File: src/design/sfeg_pkg.sv
// ----------------------------------------------------------------------------
// sfeg_pkg
// Shared types, constants and saturating helpers for the SVI fit error and
// gradient block.
// ----------------------------------------------------------------------------
`default_nettype none

package sfeg_pkg;

  // Fixed-point format of inputs and intermediates, and the Q32.32 shift
  localparam int FRAC_BITS = 28;
  localparam int QSH       = 2 * FRAC_BITS - 32;

  // Input queue between front and back
  localparam int Q_DEPTH = 4;
  localparam int Q_AW    = $clog2(Q_DEPTH);

  // Config port address width (six 32-bit registers at 4*i)
  localparam int ADDR_W = 5;

  // Sequential unit lengths
  localparam int MUL_LAST = 5;             // multiplier: four partial products
  localparam int DIV_BITS = 64;            // divider: one quotient bit a cycle
  localparam int SQ_PRE   = 3;             // root: two squares and a sum
  localparam int SQ_LAST  = SQ_PRE + 32 - 1;

  typedef logic signed [63:0] s64_t;

  localparam s64_t S64_MAX = {1'b0, {63{1'b1}}};
  localparam s64_t S64_MIN = {1'b1, 63'd0};

  // Register map index
  typedef enum logic [2:0] {
    REG_SLOPE_B   = 3'd0,
    REG_SKEW_RHO  = 3'd1,
    REG_SHIFT_M   = 3'd2,
    REG_SIGMA     = 3'd3,
    REG_ATM_VAR   = 3'd4,
    REG_WANT_GRAD = 3'd5
  } reg_idx_t;

  // Configuration as seen by the datapath
  typedef struct packed {
    logic        [30:0] b;
    logic signed [29:0] rho;
    logic signed [31:0] m;
    logic        [30:0] sig;
    logic        [30:0] atm;
    logic               grad;
  } cfg_t;

  // One queued point; xi = k - m is formed on entry
  typedef struct packed {
    logic signed [31:0] k;
    logic signed [31:0] wm;
    logic signed [32:0] xi;
    logic               last;
  } item_t;

  typedef struct packed {
    logic start;
    s64_t a;
    s64_t b;
    logic qsh;
  } mul_req_t;

  typedef struct packed {
    logic done;
    s64_t res;
  } mul_rsp_t;

  typedef struct packed {
    logic        start;
    logic [63:0] num;
    logic [31:0] den;
  } div_req_t;

  typedef struct packed {
    logic        done;
    logic [63:0] quo;
  } div_rsp_t;

  typedef struct packed {
    logic               start;
    logic signed [32:0] x;
    logic        [30:0] s;
  } sq_req_t;

  typedef struct packed {
    logic        done;
    logic [31:0] root;
  } sq_rsp_t;

  // Back-end sequencer
  typedef enum logic [4:0] {
    S_IDLE, S_R0, S_RR, S_C0, S_BRHO, S_WK1, S_WK2, S_RES, S_SSE,
    S_R2B, S_TB, S_TB2, S_Q1, S_Q2, S_INV_R, S_INV_R0, S_BS, S_R2BS,
    S_GB, S_GRHO, S_GM, S_GS, S_EMIT
  } back_state_t;

  function automatic s64_t sat_add(s64_t a, s64_t b);
    logic [64:0] s;
    s = {a[63], a} + {b[63], b};
    if (s[64] != s[63]) return s[64] ? S64_MIN : S64_MAX;
    return s64_t'(s[63:0]);
  endfunction

  function automatic s64_t sat_sub(s64_t a, s64_t b);
    logic [64:0] s;
    s = {a[63], a} - {b[63], b};
    if (s[64] != s[63]) return s[64] ? S64_MIN : S64_MAX;
    return s64_t'(s[63:0]);
  endfunction

  function automatic logic [63:0] mag64(s64_t a);
    return a[63] ? (64'd0 - a) : a;
  endfunction

  // Apply a sign to a magnitude, saturating to the int64 range
  function automatic s64_t from_mag(logic neg, logic [63:0] u);
    if (neg) begin
      if (u[63]) return S64_MIN;
      return s64_t'(64'd0 - u);
    end
    if (u[63]) return S64_MAX;
    return s64_t'(u);
  endfunction

  function automatic s64_t neg_sat(s64_t a);
    return from_mag(!a[63], mag64(a));
  endfunction

endpackage

`default_nettype wire

File: src/design/sfeg_front.sv
// ----------------------------------------------------------------------------
// sfeg_front
// Accepts points, forms the offset k - m and holds them in a short queue for
// the back end.
// ----------------------------------------------------------------------------
`default_nettype none

module sfeg_front (
  input  wire logic               clk,
  input  wire logic               rst_n,
  input  wire logic               push,
  input  wire logic signed [31:0] log_moneyness,
  input  wire logic signed [31:0] market_variance,
  input  wire logic               last_point,
  input  wire logic signed [31:0] shift_m,
  output logic                    full,
  input  wire logic               q_pop,
  output sfeg_pkg::item_t         q_item,
  output logic                    q_empty
);

  sfeg_pkg::item_t           mem_r [sfeg_pkg::Q_DEPTH];
  logic [sfeg_pkg::Q_AW-1:0] wr_ptr_r, rd_ptr_r;
  logic [sfeg_pkg::Q_AW:0]   cnt_r;
  logic                      wr_en, rd_en;
  sfeg_pkg::item_t           entry;

  assign full    = (cnt_r == (sfeg_pkg::Q_AW+1)'(sfeg_pkg::Q_DEPTH));
  assign q_empty = (cnt_r == '0);
  assign wr_en   = push && !full;
  assign rd_en   = q_pop && !q_empty;
  assign q_item  = mem_r[rd_ptr_r];

  // Form the queue entry: offset from the smile center
  always_comb begin
    entry.k    = log_moneyness;
    entry.wm   = market_variance;
    entry.xi   = {log_moneyness[31], log_moneyness} - {shift_m[31], shift_m};
    entry.last = last_point;
  end

  // Queue pointers and fill count
  always_ff @(posedge clk) begin
    if (!rst_n) begin
      wr_ptr_r <= '0;
      rd_ptr_r <= '0;
      cnt_r    <= '0;
    end else begin
      if (wr_en) wr_ptr_r <= wr_ptr_r + 1'b1;
      if (rd_en) rd_ptr_r <= rd_ptr_r + 1'b1;
      if (wr_en && !rd_en) cnt_r <= cnt_r + 1'b1;
      else if (rd_en && !wr_en) cnt_r <= cnt_r - 1'b1;
    end
  end

  // Queue storage
  always_ff @(posedge clk) begin
    if (wr_en) mem_r[wr_ptr_r] <= entry;
  end

endmodule

`default_nettype wire

File: config.mk
export PLATFORM = sky130hd
export DESIGN_NAME = sfeg_front
export DESIGN_NICKNAME = d
export VERILOG_FILES = /design/src/design/sfeg_pkg.sv /design/src/design/sfeg_front.sv
export SDC_FILE = /design/constraint.sdc
export NUM_CORES = 1
export LEC_CHECK = 0
export CELL_PAD_IN_SITES_DETAIL_PLACEMENT = 1
export CELL_PAD_IN_SITES_GLOBAL_PLACEMENT = 2
export CORE_MARGIN = 8
export CORE_UTILIZATION = 48
export DETAILED_ROUTE_END_ITERATION = 10
export DONT_BUFFER_PORTS = 1
export MAX_ROUTING_LAYER = met4
export PLACE_DENSITY_LB_ADDON = 0.15
export SKIP_LAST_GASP = 1
export SYNTH_ARGS = -nofsm -noshare
export SYNTH_HDL_FRONTEND = slang
export SYNTH_SLANG_ARGS = --single-unit
File: constraint.sdc
create_clock -name clk -period 4.7 [get_ports clk]
set_input_delay 0.47 -clock clk [delete_from_list [all_inputs] [get_ports clk]]
set_output_delay 0.47 -clock clk [all_outputs]
set_load 0.03 [all_outputs]
### Word-level counts from Yosys, hierarchy flattened

Memories as Yosys holds them, arrays and structs flattened. A register that Yosys moved wholly into a read port is not among the register bits.
Cells that the tools add are included.

* register bits after elaboration: 7
* memory bits (writable): 392
* input bits: 101
* output and inout port bits: 100
* word-level logic and storage cells: 26
* memories: 1

Memories
* mem_r: depth 4, width 98, rd ports 1, clocked after memory_dff 1, wr ports 1, RTL line sfeg_front.sv:22 `sfeg_pkg::item_t mem_r [sfeg_pkg::Q_DEPTH];`

* $add $sub $neg: 5
* equality and inequality tests: 1
* mux-type cells: 6
* reductions and logical operators: 10

Operators by type and width (number)
* 32-bit by 32-bit subtractor with 33-bit output: 1
* 3-bit two-way mux: 2
* 2-bit by 1-bit adder with 2-bit output (second input constant): 2
* 1-bit logical AND: 4
* 1-bit zero test: 4
* 2-bit two-way mux: 2
* 3-bit by 1-bit adder with 3-bit output (second input constant): 1
* 3-bit == test (second input constant): 1
* 3-bit zero test: 1
* 3-bit by 1-bit subtractor with 3-bit output (second input constant): 1
* 1-bit two-way mux: 2
* 2-bit nonzero test: 1

### Depth between registers and ports, before layout

Gate-level depths: netlist (run 1).

* depth after elaboration: 7
* depth in mapped cells: 10

### Least setup slack after synthesis (run 1)

Ideal clock, no wire load.

* path kind: reg-to-reg
* start point: register cnt_r[0] (netlist bit)
* end point: memory mem_r[0][0] (netlist bit), enable pin
* arrival time: 3.250 ns
* slack: 0.982 ns
* cell stages (with the launch flop): 5
* cell sequence: dfxtp_1 -> nor3b_1 -> nor2b_1 -> clkbuf_1 -> and2_1

* longest elaborated chain between the ends: 5

Ends and longest elaborated chain
* start: declaration: RTL line sfeg_front.sv:24 `logic [sfeg_pkg::Q_AW:0] cnt_r;`
* start signal: assignment: RTL line sfeg_front.sv:51 `if (wr_en && !rd_en) cnt_r <= cnt_r + 1'b1;`
* start signal: assignment: RTL line sfeg_front.sv:52 `else if (rd_en && !wr_en) cnt_r <= cnt_r - 1'b1;`
* 3-bit == test: RTL line sfeg_front.sv:28 `assign full = (cnt_r == (sfeg_pkg::Q_AW+1)'(sfeg_pkg::Q_DEPTH));`
* net full: RTL line sfeg_front.sv:16 `output logic full,`
* 1-bit zero test: RTL line sfeg_front.sv:30 `assign wr_en = push && !full;`
* 1-bit logical AND: RTL line sfeg_front.sv:30
* net wr_en: RTL line sfeg_front.sv:25 `logic wr_en, rd_en;`
* 1-bit two-way mux: RTL line sfeg_front.sv:58 `if (wr_en) mem_r[wr_ptr_r] <= entry;`
* 1-bit two-way mux (implied by the code): RTL line sfeg_front.sv:58
* end: declaration: RTL line sfeg_front.sv:22

The timed path passes the listed nets, and every way through them passes these cells.

### Worst setup path after layout (run 1)

* start point: register cnt_r[0] (netlist bit)
* end point: memory mem_r[0][6] (netlist bit), enable pin

* longest elaborated chain between the ends: 5

Ends and longest elaborated chain (RTL line)
* 3-bit == test: sfeg_front.sv:28
* net full: sfeg_front.sv:16
* 1-bit zero test: sfeg_front.sv:30
* 1-bit logical AND: sfeg_front.sv:30
* 1-bit two-way mux: sfeg_front.sv:58
* 1-bit two-way mux (implied by the code): sfeg_front.sv:58

The timed path passes the listed nets, and every way through them passes these cells.

==> reports/metrics.yaml, run 1 <==
clock_latency_ns: 0.55
ctsResizeCount: 0
finalCriticalPeriod_ns: 3.08
hpwl_mm: 23.8
critPathMaxFanout: 69
drv_slew: 0
grt-ovfl-total: 0
cp_slowest_stage_delay_ns: 0.98
first_pass_iters: 5
worst_pin_slew_ns: 1.16
crit_path_top_delay_cell: "and2_4"
layout.nets: 1073
holdPathStages: 1
die_area_um2: 40400
io_buffers: 0
status: "finished, final reports clean"
cp.depth: 4
mostFrequentLayoutCell: "edfxtp_1"
crit_chain: "nor3b_1 -> nor2b_1 -> and2_4 -> buf_4"
synth_area_um2: 16400
met3_usage_pct: 4.45
placedCellCount: 1270
dpl_cell_area_um2: 17000
cts-htree-levels: 2
gr-usage-all-layers_pct: 19.1
die_h_um: 201
grt_pass1_vias: 8864
post_cts_buffers: 0
grt_pass1_wl_mm: 57.2
critical-path-top-delay-family: "simple AND/OR/NAND/NOR gates"
cts_sinks: 401
syn-num-nets: 983
crit_buf_inv: 1
cap_violations: 0
finalClockSkew_ns: 0.00734
setup_violations: 0
max-slew-margin-rel_pct: 22.5
cts_tree: "built"
ctsHoldBuffers: 65
grt_max_degree: 71
grt_use_met1_pct: 24.0
avgSynthCellArea_um2: 19.5
critPathCaptureType: "register"
die_w_um: 201
root_buffer: "clkbuf_16"
top_usage_layer: "met2"
final_cells: 1415
antenna_cells: 0
clk_pin_slew_ns: 0.06
leakagePower_nw: 6.25
stdcell_area_um2: 19000
place_ws_ns: 1.55
drive_above_1_share_pct: 19.0
routed_via_density: 5.73
finalWeightedCongestion: 0.757
grt_setup_unrepaired: "false"
vias: 8111
yosysUniqueCellTypes: 54
fmax_mhz: 325
synth_seq_cells: 401
use_met2_pct: 31.4
finalCritPeriodShare_pct: 65.5
drc: 0
synthArstFlopShare_pct: 0
power_density_nw_per_um2: 566
final-hold-violation-count: 0
start_util_pct: 48.9
areaGrowthSynthToFinish_pct: 15.3
worst_slack_ns: 1.62
wl_per_cell_um: 26.6
cp_data_arrival_time_ns: 3.28
start_kind: "register"
cp.required_ns: 4.90
coreArea_um2: 33600
final_cell_mix: "392 x edfxtp_1, 98 x mux4_2, 65 x dlygate4sd3_1, 50 x inv_1, 45 x clkbuf_16"
antenna_left: 0
hp-class: "primary input to register"
synthFlopType: "edfxtp_1"
ir_worst_vdd_uv: 370
drtIter0Drc: 454
syn_inst: 843
yosysWarnings: 0
path_class: "register to register"
ys_seq_area_share_pct: 72.7
numCtsBuffers: 44
num_rows: 67
reg2regPathDepth: 4
antenna_found_initial: 0
cts_buffer_depth: 3
fin_tns_setup_ns: 0
synth_edf_count: 392
wl_mm: 37.6
io_pins: 201
## state kept, by name (all words and copies together), names as in the netlist, named ones only
signal,cells
rd_ptr_r,2
wr_ptr_r,2
cnt_r,3
mem_r,392
## kinds of logic after synthesis
| logic type | count (synthesis) | share of synthesized area, % |
|---|---|---|
| flip-flops | 401 | 72.7 |
| AO/OA/AOI/OAI | 107 | 4.47 |
| multiplexers | 101 | 13.6 |
| AND/OR/NAND/NOR | 85 | 2.57 |
| buffers and inverters | 79 | 1.93 |
| adder cells (fa/ha/maj) | 39 | 3.06 |
| XOR/XNOR | 31 | 1.65 |
## synth_stat cells, drive strengths merged (2+ instances only)
cell,n,area share [%]
o21a,8,0.37
o21bai,5,0.23
nand2,32,0.73
mux4,98,13
a21oi,34,1.1
and2,9,0.34
a31oi,5,0.23
edfxtp,392,72
dfxtp,9,1.1
xor2,10,0.53
o211ai,5,0.26
fa,2,0.24
ha,37,2.8
nor2,11,0.25
nor3,7,0.21
nand2b,2,0.076
o31a,2,0.11
nor2b,7,0.27
o21ai,21,0.64
a21o,10,0.46
inv,50,1.1
nand4,7,0.27
a211oi,2,0.091
buf,11,0.33
a21boi,2,0.091
xnor2,21,1.1
mux2i,3,0.18
a211o,3,0.16
clkbuf,17,0.39
## layer usage
metal	share of wire [%]	wire, µm
met2	50	19000
met5	0	0
met3	5.3	2000
met4	1.7	646
met1	43	16000
## cell type report
cell class / instances / area [µm²]
fill: 2902 / 14700
clock buffer: 52 / 1150
inverter: 50 / 188
tap: 448 / 561
clock inverter: 28 / 198
timing repair buffer: 73 / 723
sequential: 401 / 12000
multi-input combinational: 363 / 4180
## report_power, final
| part | internal, mW | total, mW | switching [mW] |
|---|---|---|---|
| Sequential | 4.46 | 4.66 | 0.196 |
| Combinational | 0.925 | 2.86 | 1.93 |
| Clock | 1.86 | 3.22 | 1.36 |
| Total | 7.25 | 10.7 | 3.49 |
## path summary, 6_finish.rpt
kind / slack, ns / to / start
max: 1.62 / mem_r[0][6] / cnt_r[0]
min reg2reg: 0.56 / cnt_r[2] / cnt_r[2]
max reg2reg: 1.62 / mem_r[0][6] / cnt_r[0]
min: 0.04 / register / rst_n
## stage by stage
stage | utilization (%) | hold WS (ns) | power (mW)
after floorplan | - | 0.472 | 7.00
after global routing | 56.4 | 0.0122 | 11.1
final | 56.4 | 0.0372 | 10.7
after global placement | 50.4 | 0.494 | 7.50
after CTS | 56.4 | 0.0106 | 10.9
after detailed placement | 50.4 | 0.543 | 7.59
No activity file was read; power rests on OpenSTA's default activity.
==> run 2: changes to the inputs <==
--- a/config.mk
+++ b/config.mk
@@ -5,10 +5,11 @@
 export SDC_FILE = /design/constraint.sdc
 export NUM_CORES = 1
 export LEC_CHECK = 0
+export ABC_AREA = 1
 export CELL_PAD_IN_SITES_DETAIL_PLACEMENT = 1
 export CELL_PAD_IN_SITES_GLOBAL_PLACEMENT = 2
 export CORE_MARGIN = 8
-export CORE_UTILIZATION = 48
+export CORE_UTILIZATION = 38
 export DETAILED_ROUTE_END_ITERATION = 10
 export DONT_BUFFER_PORTS = 1
 export MAX_ROUTING_LAYER = met4
==> constraint.sdc (replaced) <==
create_clock -name clk -period 2.7 [get_ports clk]
set_input_delay 0.27 -clock clk [delete_from_list [all_inputs] [get_ports clk]]
set_output_delay 0.27 -clock clk [all_outputs]
set_load 0.03 [all_outputs]
==> reports/metrics.yaml, run 2 <==
status: "finished, final reports clean"
gr-usage-all-layers_pct: 19.1
vias: 11990
synth_seq_cells: 401
synth_area_leaders: "edfxtp_1 67%, nand2_1 5.3%, nor2_1 5.2%"
placedCellCount: 2228
final_cells: 2376
ir_worst_vdd_uv: 651
largest-register: "mem_r"
yosys.area_share.simple_pct: 11.9
largest_registers: "mem_r x392, cnt_r x3"
die_h_um: 231
power_density_nw_per_um2: 941
cap_violations: 0
synth_top_family_by_area: "simple AND/OR/NAND/NOR gates"
first_pass_iters: 4
avgSynthCellArea_um2: 11.2
layout.nets: 1881
post_cts_buffers: 0
finalCritPeriodShare_pct: 94.5
synth-xor-area-share_pct: 0.750
r2r_setup_slack_ns: 0.63
dpl_cell_area_um2: 19100
finalClockSkew_ns: 0.00712
start_kind: "register"
grt_setup_unrepaired: "true"
largest_reg_flops: 392
numCtsBuffers: 43
grt_max_degree: 78
die_area_um2: 53200
drive_above_1_share_pct: 12.5
yosysWarnings: 0
syn_inst: 1561
hp-class: "primary input to register"
io_pins: 201
drc: 0
die_w_um: 231
nFillCells: 4870
ys_seq_area_share_pct: 68.3
coreArea_um2: 45500
mostFrequentLayoutCell: "edfxtp_1"
wl_mm: 49.5
synth.most_common_cell: "edfxtp_1"
wl_per_cell_um: 20.9
drtIter0Drc: 548
clock_latency_ns: 0.57
leakagePower_nw: 8.28
antenna_found_initial: 3
path_class: "register to output port"
reg2regPathDepth: 11
cp_slowest_stage_delay_ns: 0.44
cts_sinks: 401
synthTopCellsByCount: "392 x edfxtp_1, 246 x nand2_1, 244 x nor2_1"
grt-ovfl-total: 0
timing.rr.start: "cnt_r[0]"
areaGrowthSynthToFinish_pct: 21.2
hpwl_mm: 32.7
routed_via_density: 5.05
total_power_mw: 20.0
path_common_cell: "buf_4"
antenna_left: 0
synth_largest_area_cell: "edfxtp_1"
worst_pin_slew_ns: 0.666
critPathMaxFanout: 77
crit_path_top_delay_cell: "dfxtp_4"
grt_pass1_wl_mm: 76.2
finalCriticalPeriod_ns: 2.55
setup_violations: 0
cp_data_arrival_time_ns: 2.28
cts-htree-levels: 2
num_rows: 78
synth_top_area_share_pct: 67.2
min-delay-start: "shift_m[0]"
final_util_pct: 46.7
io_buffers: 0
crit_chain: "buf_16 -> buf_4 -> o21ai_0 -> o22ai_1 -> buf_4"
hold_end: "mem_r[0][1]"
root_buffer: "clkbuf_16"
final-hold-violation-count: 0
synthFlopType: "edfxtp_1"
yosys.area_share.adder_pct: 2.87
clk_pin_slew_ns: 0.06
cts_tree: "built"
finalWeightedCongestion: 0.798
grt_pass1_vias: 12936
cp.required_ns: 2.43
start_util_pct: 38.5
fmax_mhz: 392
cts_buffer_depth: 3
r2r-end: "cnt_r[2]"
synth_area_um2: 17500
yosysUniqueCellTypes: 32
muxShareOfSynthArea_pct: 0
final_cell_mix: "392 x edfxtp_1, 246 x nand2_1, 239 x nor2_1, 177 x o21ai_0, 171 x inv_1"
max-slew-margin-rel_pct: 55.6
syn-num-nets: 1701
stdcell_area_um2: 21200
drv_slew: 0
synthArstFlopShare_pct: 0
critPathCaptureType: "output port"
holdPathStages: 2
synth_compound_area_share_pct: 10.3
synth_edf_count: 392
## run 2: cell count changes after synthesis, sizes merged, moves of 22 or more
cell / before / now
inv: 50 / 174
mux4: 98 / 0
nand2: 32 / 255
nand3: 1 / 23
nor2: 11 / 245
o21ai: 21 / 204
o22ai: 0 / 98
## run 2: stage by stage
| stage | worst slack (ns) | TNS (ns) | hold WS (ns) |
|---|---|---|---|
| floorplan | 0.0235 | 0 | 0.369 |
| global placement | 0.500 | 0 | 0.369 |
| detailed placement | 0.460 | 0 | 0.369 |
| CTS | 0.0167 | 0 | 0.0178 |
| global route | -0.0109 | -0.0260 | 0.0331 |
| finish | 0.147 | 0 | 0.0568 |
## run 2: worst max-delay path, delay by kind of cell, from the launching register on
family / cells / cell delay (ns)
DFF: 1 / 0.44
AOI/OAI and AO/OA: 2 / 0.37
buffers and inverters: 3 / 0.85
## run 2: how the worst max path moves through the flow
stage | startpoint | endpoint | slack [ns] | cells past startpoint
CTS | register | q_item[74] | 0.02 | 5
global route | register | q_item[54] | -0.01 | 5
global placement | log_moneyness[0] | mem_r[0][25] | 0.50 | 13
floorplan | cnt_r[2] | mem_r[0][0] | 0.02 | 5
finish | register | q_item[54] | 0.15 | 5
detailed placement | log_moneyness[0] | mem_r[0][25] | 0.46 | 13
## run 2: layout make-up
cell class                      count  area (µm²)  share of cell area [%]
Antenna cell                        1        2.50                  0.0118
Clock buffer                       51        1110                    5.21
Clock inverter                     28         287                    1.35
Inverter                          174         662                    3.12
Multi-Input combinational cell    921        4560                    21.5
Sequential cell                   401       12000                    56.4
Tap cell                          600         751                    3.54
Timing Repair Buffer              200        1890                    8.91
## run 2: timing repair
| item | CTS | global route |
|---|---|---|
| hold buffers | 68 | 0 |
| gates resized for setup | 0 | 2 |
| hold endpoints to repair | 269 | 0 |
| setup endpoints to repair | 0 | 6 |
## run 2: cells by family after synthesis
kind of cell / after synthesis
DFF: 401
adders and majority gates: 39
xor gates and xnor gates: 15
AOI/OAI and AO/OA: 333
and+or+nand+nor: 534
buffers and inverters: 239
## run 2: report_power, final
group / internal [mW] / total [mW] / switching [mW]
registers: 7.69 / 7.88 / 0.187
logic: 1.92 / 6.24 / 4.31
clock network: 3.43 / 5.86 / 2.44
## run 2: metal layers
layer	up-vias	global-route usage [%]	part of all wire, %
li1	5763	-	-
met1	5941	22.9	44
met2	209	32.4	49
met3	77	3.74	4.2
met4	0	5.70	2.9
met5	-	-	0
==> run 3: changes to the inputs <==
--- a/config.mk
+++ b/config.mk
@@ -9,7 +9,8 @@
 export CELL_PAD_IN_SITES_DETAIL_PLACEMENT = 1
 export CELL_PAD_IN_SITES_GLOBAL_PLACEMENT = 2
 export CORE_MARGIN = 8
-export CORE_UTILIZATION = 38
+export CORE_UTILIZATION = 39
+export CTS_BUF_LIST = sky130_fd_sc_hd__clkbuf_4 sky130_fd_sc_hd__clkbuf_8
 export DETAILED_ROUTE_END_ITERATION = 10
 export DONT_BUFFER_PORTS = 1
 export MAX_ROUTING_LAYER = met4
==> reports/metrics.yaml, run 3 (synthesis results as in run 2) <==
drc: 0
fmax_mhz: 388
gr-usage-all-layers_pct: 19.4
final-hold-violation-count: 0
cp_slowest_stage_delay_ns: 0.38
hp-class: "primary input to register"
path_class: "register to output port"
whs_ns: 0.0748
layout.nets: 1904
first_pass_iters: 4
final_cells: 2402
vias: 12048
start_util_pct: 39.5
leakagePower_nw: 8.23
r2r-end: "cnt_r[2]"
holdPathStages: 2
drive_above_1_share_pct: 14.4
largest_reg_flops: 392
critPathMaxFanout: 65
root_buffer: "clkbuf_8"
timing.rr.start: "cnt_r[0]"
stdcell_area_um2: 21000
power_density_nw_per_um2: 915
finalCriticalPeriod_ns: 2.58
antenna_left: 0
largest-register: "mem_r"
finalClockSkew_ns: 0.0270
cp.depth: 5
max-slew-margin-rel_pct: 60.5
critPathCapture: "q_item[33]"
fin_tns_setup_ns: 0
cts_buffer_depth: 3
critical-path-top-delay-family: "buffers and inverters"
ir_worst_vdd_uv: 510
grt_max_degree: 77
worst_slack_ns: 0.124
worst_pin_slew_ns: 0.592
cts_tree: "built"
coreArea_um2: 44300
io_pins: 201
crit_buf_inv: 3
routed_via_density: 5.02
finalCritPeriodShare_pct: 95.4
placedCellCount: 2216
clock_latency_ns: 0.62
cap_violations: 0
cts_sinks: 401
status: "finished, final reports clean"
io_buffers: 0
die_area_um2: 51900
cp_data_arrival_time_ns: 2.31
place_ws_ns: 0.473
wl_per_cell_um: 20.7
areaGrowthSynthToFinish_pct: 19.9
wl_mm: 49.7
start_kind: "register"
mostFrequentLayoutCell: "edfxtp_1"
largest_registers: "mem_r x392, cnt_r x3"
grt_pass1_vias: 13015
grt_pass1_wl_mm: 76.6
clk_pin_slew_ns: 0.06
grt_setup_unrepaired: "true"
antenna_found_initial: 3
finalWeightedCongestion: 0.791
critPathCaptureType: "output port"
crit_chain: "buf_12 -> buf_6 -> o21ai_0 -> o22ai_1 -> buf_4"
die_h_um: 228
die_w_um: 228
r2r_setup_slack_ns: 0.60
drv_slew: 0
final_cell_mix: "392 x edfxtp_1, 246 x nand2_1, 239 x nor2_1, 177 x o21ai_0, 171 x inv_1"
drtIter0Drc: 645
post_cts_buffers: 0
dpl_cell_area_um2: 19000
cp.required_ns: 2.43
reg2regPathDepth: 11
grt-ovfl-total: 0
setup_violations: 0
crit_path_top_delay_cell: "dfxtp_4"
hpwl_mm: 32.3
cts-htree-levels: 3
numCtsBuffers: 69
num_rows: 77
## run 3: cell types whose count changed in the layout (fill, tap and decap cells not counted), moves of 2 or more
cell	previous run	this run
inv_6	1	3
clkinv_2	10	8
buf_6	0	4
clkinv_4	2	0
bufinv_16	5	0
buf_12	16	11
clkbuf_8	0	70
clkinv_1	8	10
buf_4	115	113
clkbuf_16	43	0
clkbuf_4	0	24
clkbuf_1	8	0
## run 3: area by class of cell
type	count	area (µm²)
repair buffers	197	1800
clock inverters	22	114
well taps	592	741
multi-input cells	921	4570
diodes	1	2.50
inverters	174	662
fillers	4792	23300
flip-flops and latches	401	12000
clock buffers	94	1140
## run 3: through the flow
step	util, %	power (mW)
floorplan	-	11.8
global placement	42.9	14.0
detailed placement	42.9	14.2
CTS	47.4	19.5
global route	47.4	20.2
finish	47.4	19.2
## run 3: worst min path at each step
stage	from	to	slack, ns
after global placement	market_variance[24]	mem_r[1][58]	0.37
final	shift_m[1]	mem_r[3][2]	0.07
after detailed placement	market_variance[0]	mem_r[0][34]	0.37
after global routing	shift_m[1]	mem_r[3][2]	0.05
after floorplan	last_point	mem_r[0][0]	0.37
after CTS	shift_m[1]	mem_r[3][2]	0.01
## run 3: layer usage
layer	wire length [µm]	vias to the layer above	GRT usage, %	share of wire, %
met5	0	-	-	0
met4	924	0	5.86	1.9
met3	2120	64	3.54	4.3
met2	24700	250	32.6	50
met1	22000	5921	23.9	44
li1	-	5813	-	-
## run 3: power by group
group | switching [mW] | internal (mW)
combinational | 4.30 | 1.88
sequential | 0.193 | 7.70
clock | 2.40 | 2.74
## run 3: timing repair
action                                  in CTS  in global routing
gates resized for setup                      3                  3
endpoints found under the setup margin       5                  6
hold buffers                                69                  0
hold endpoints to repair                   273                  0
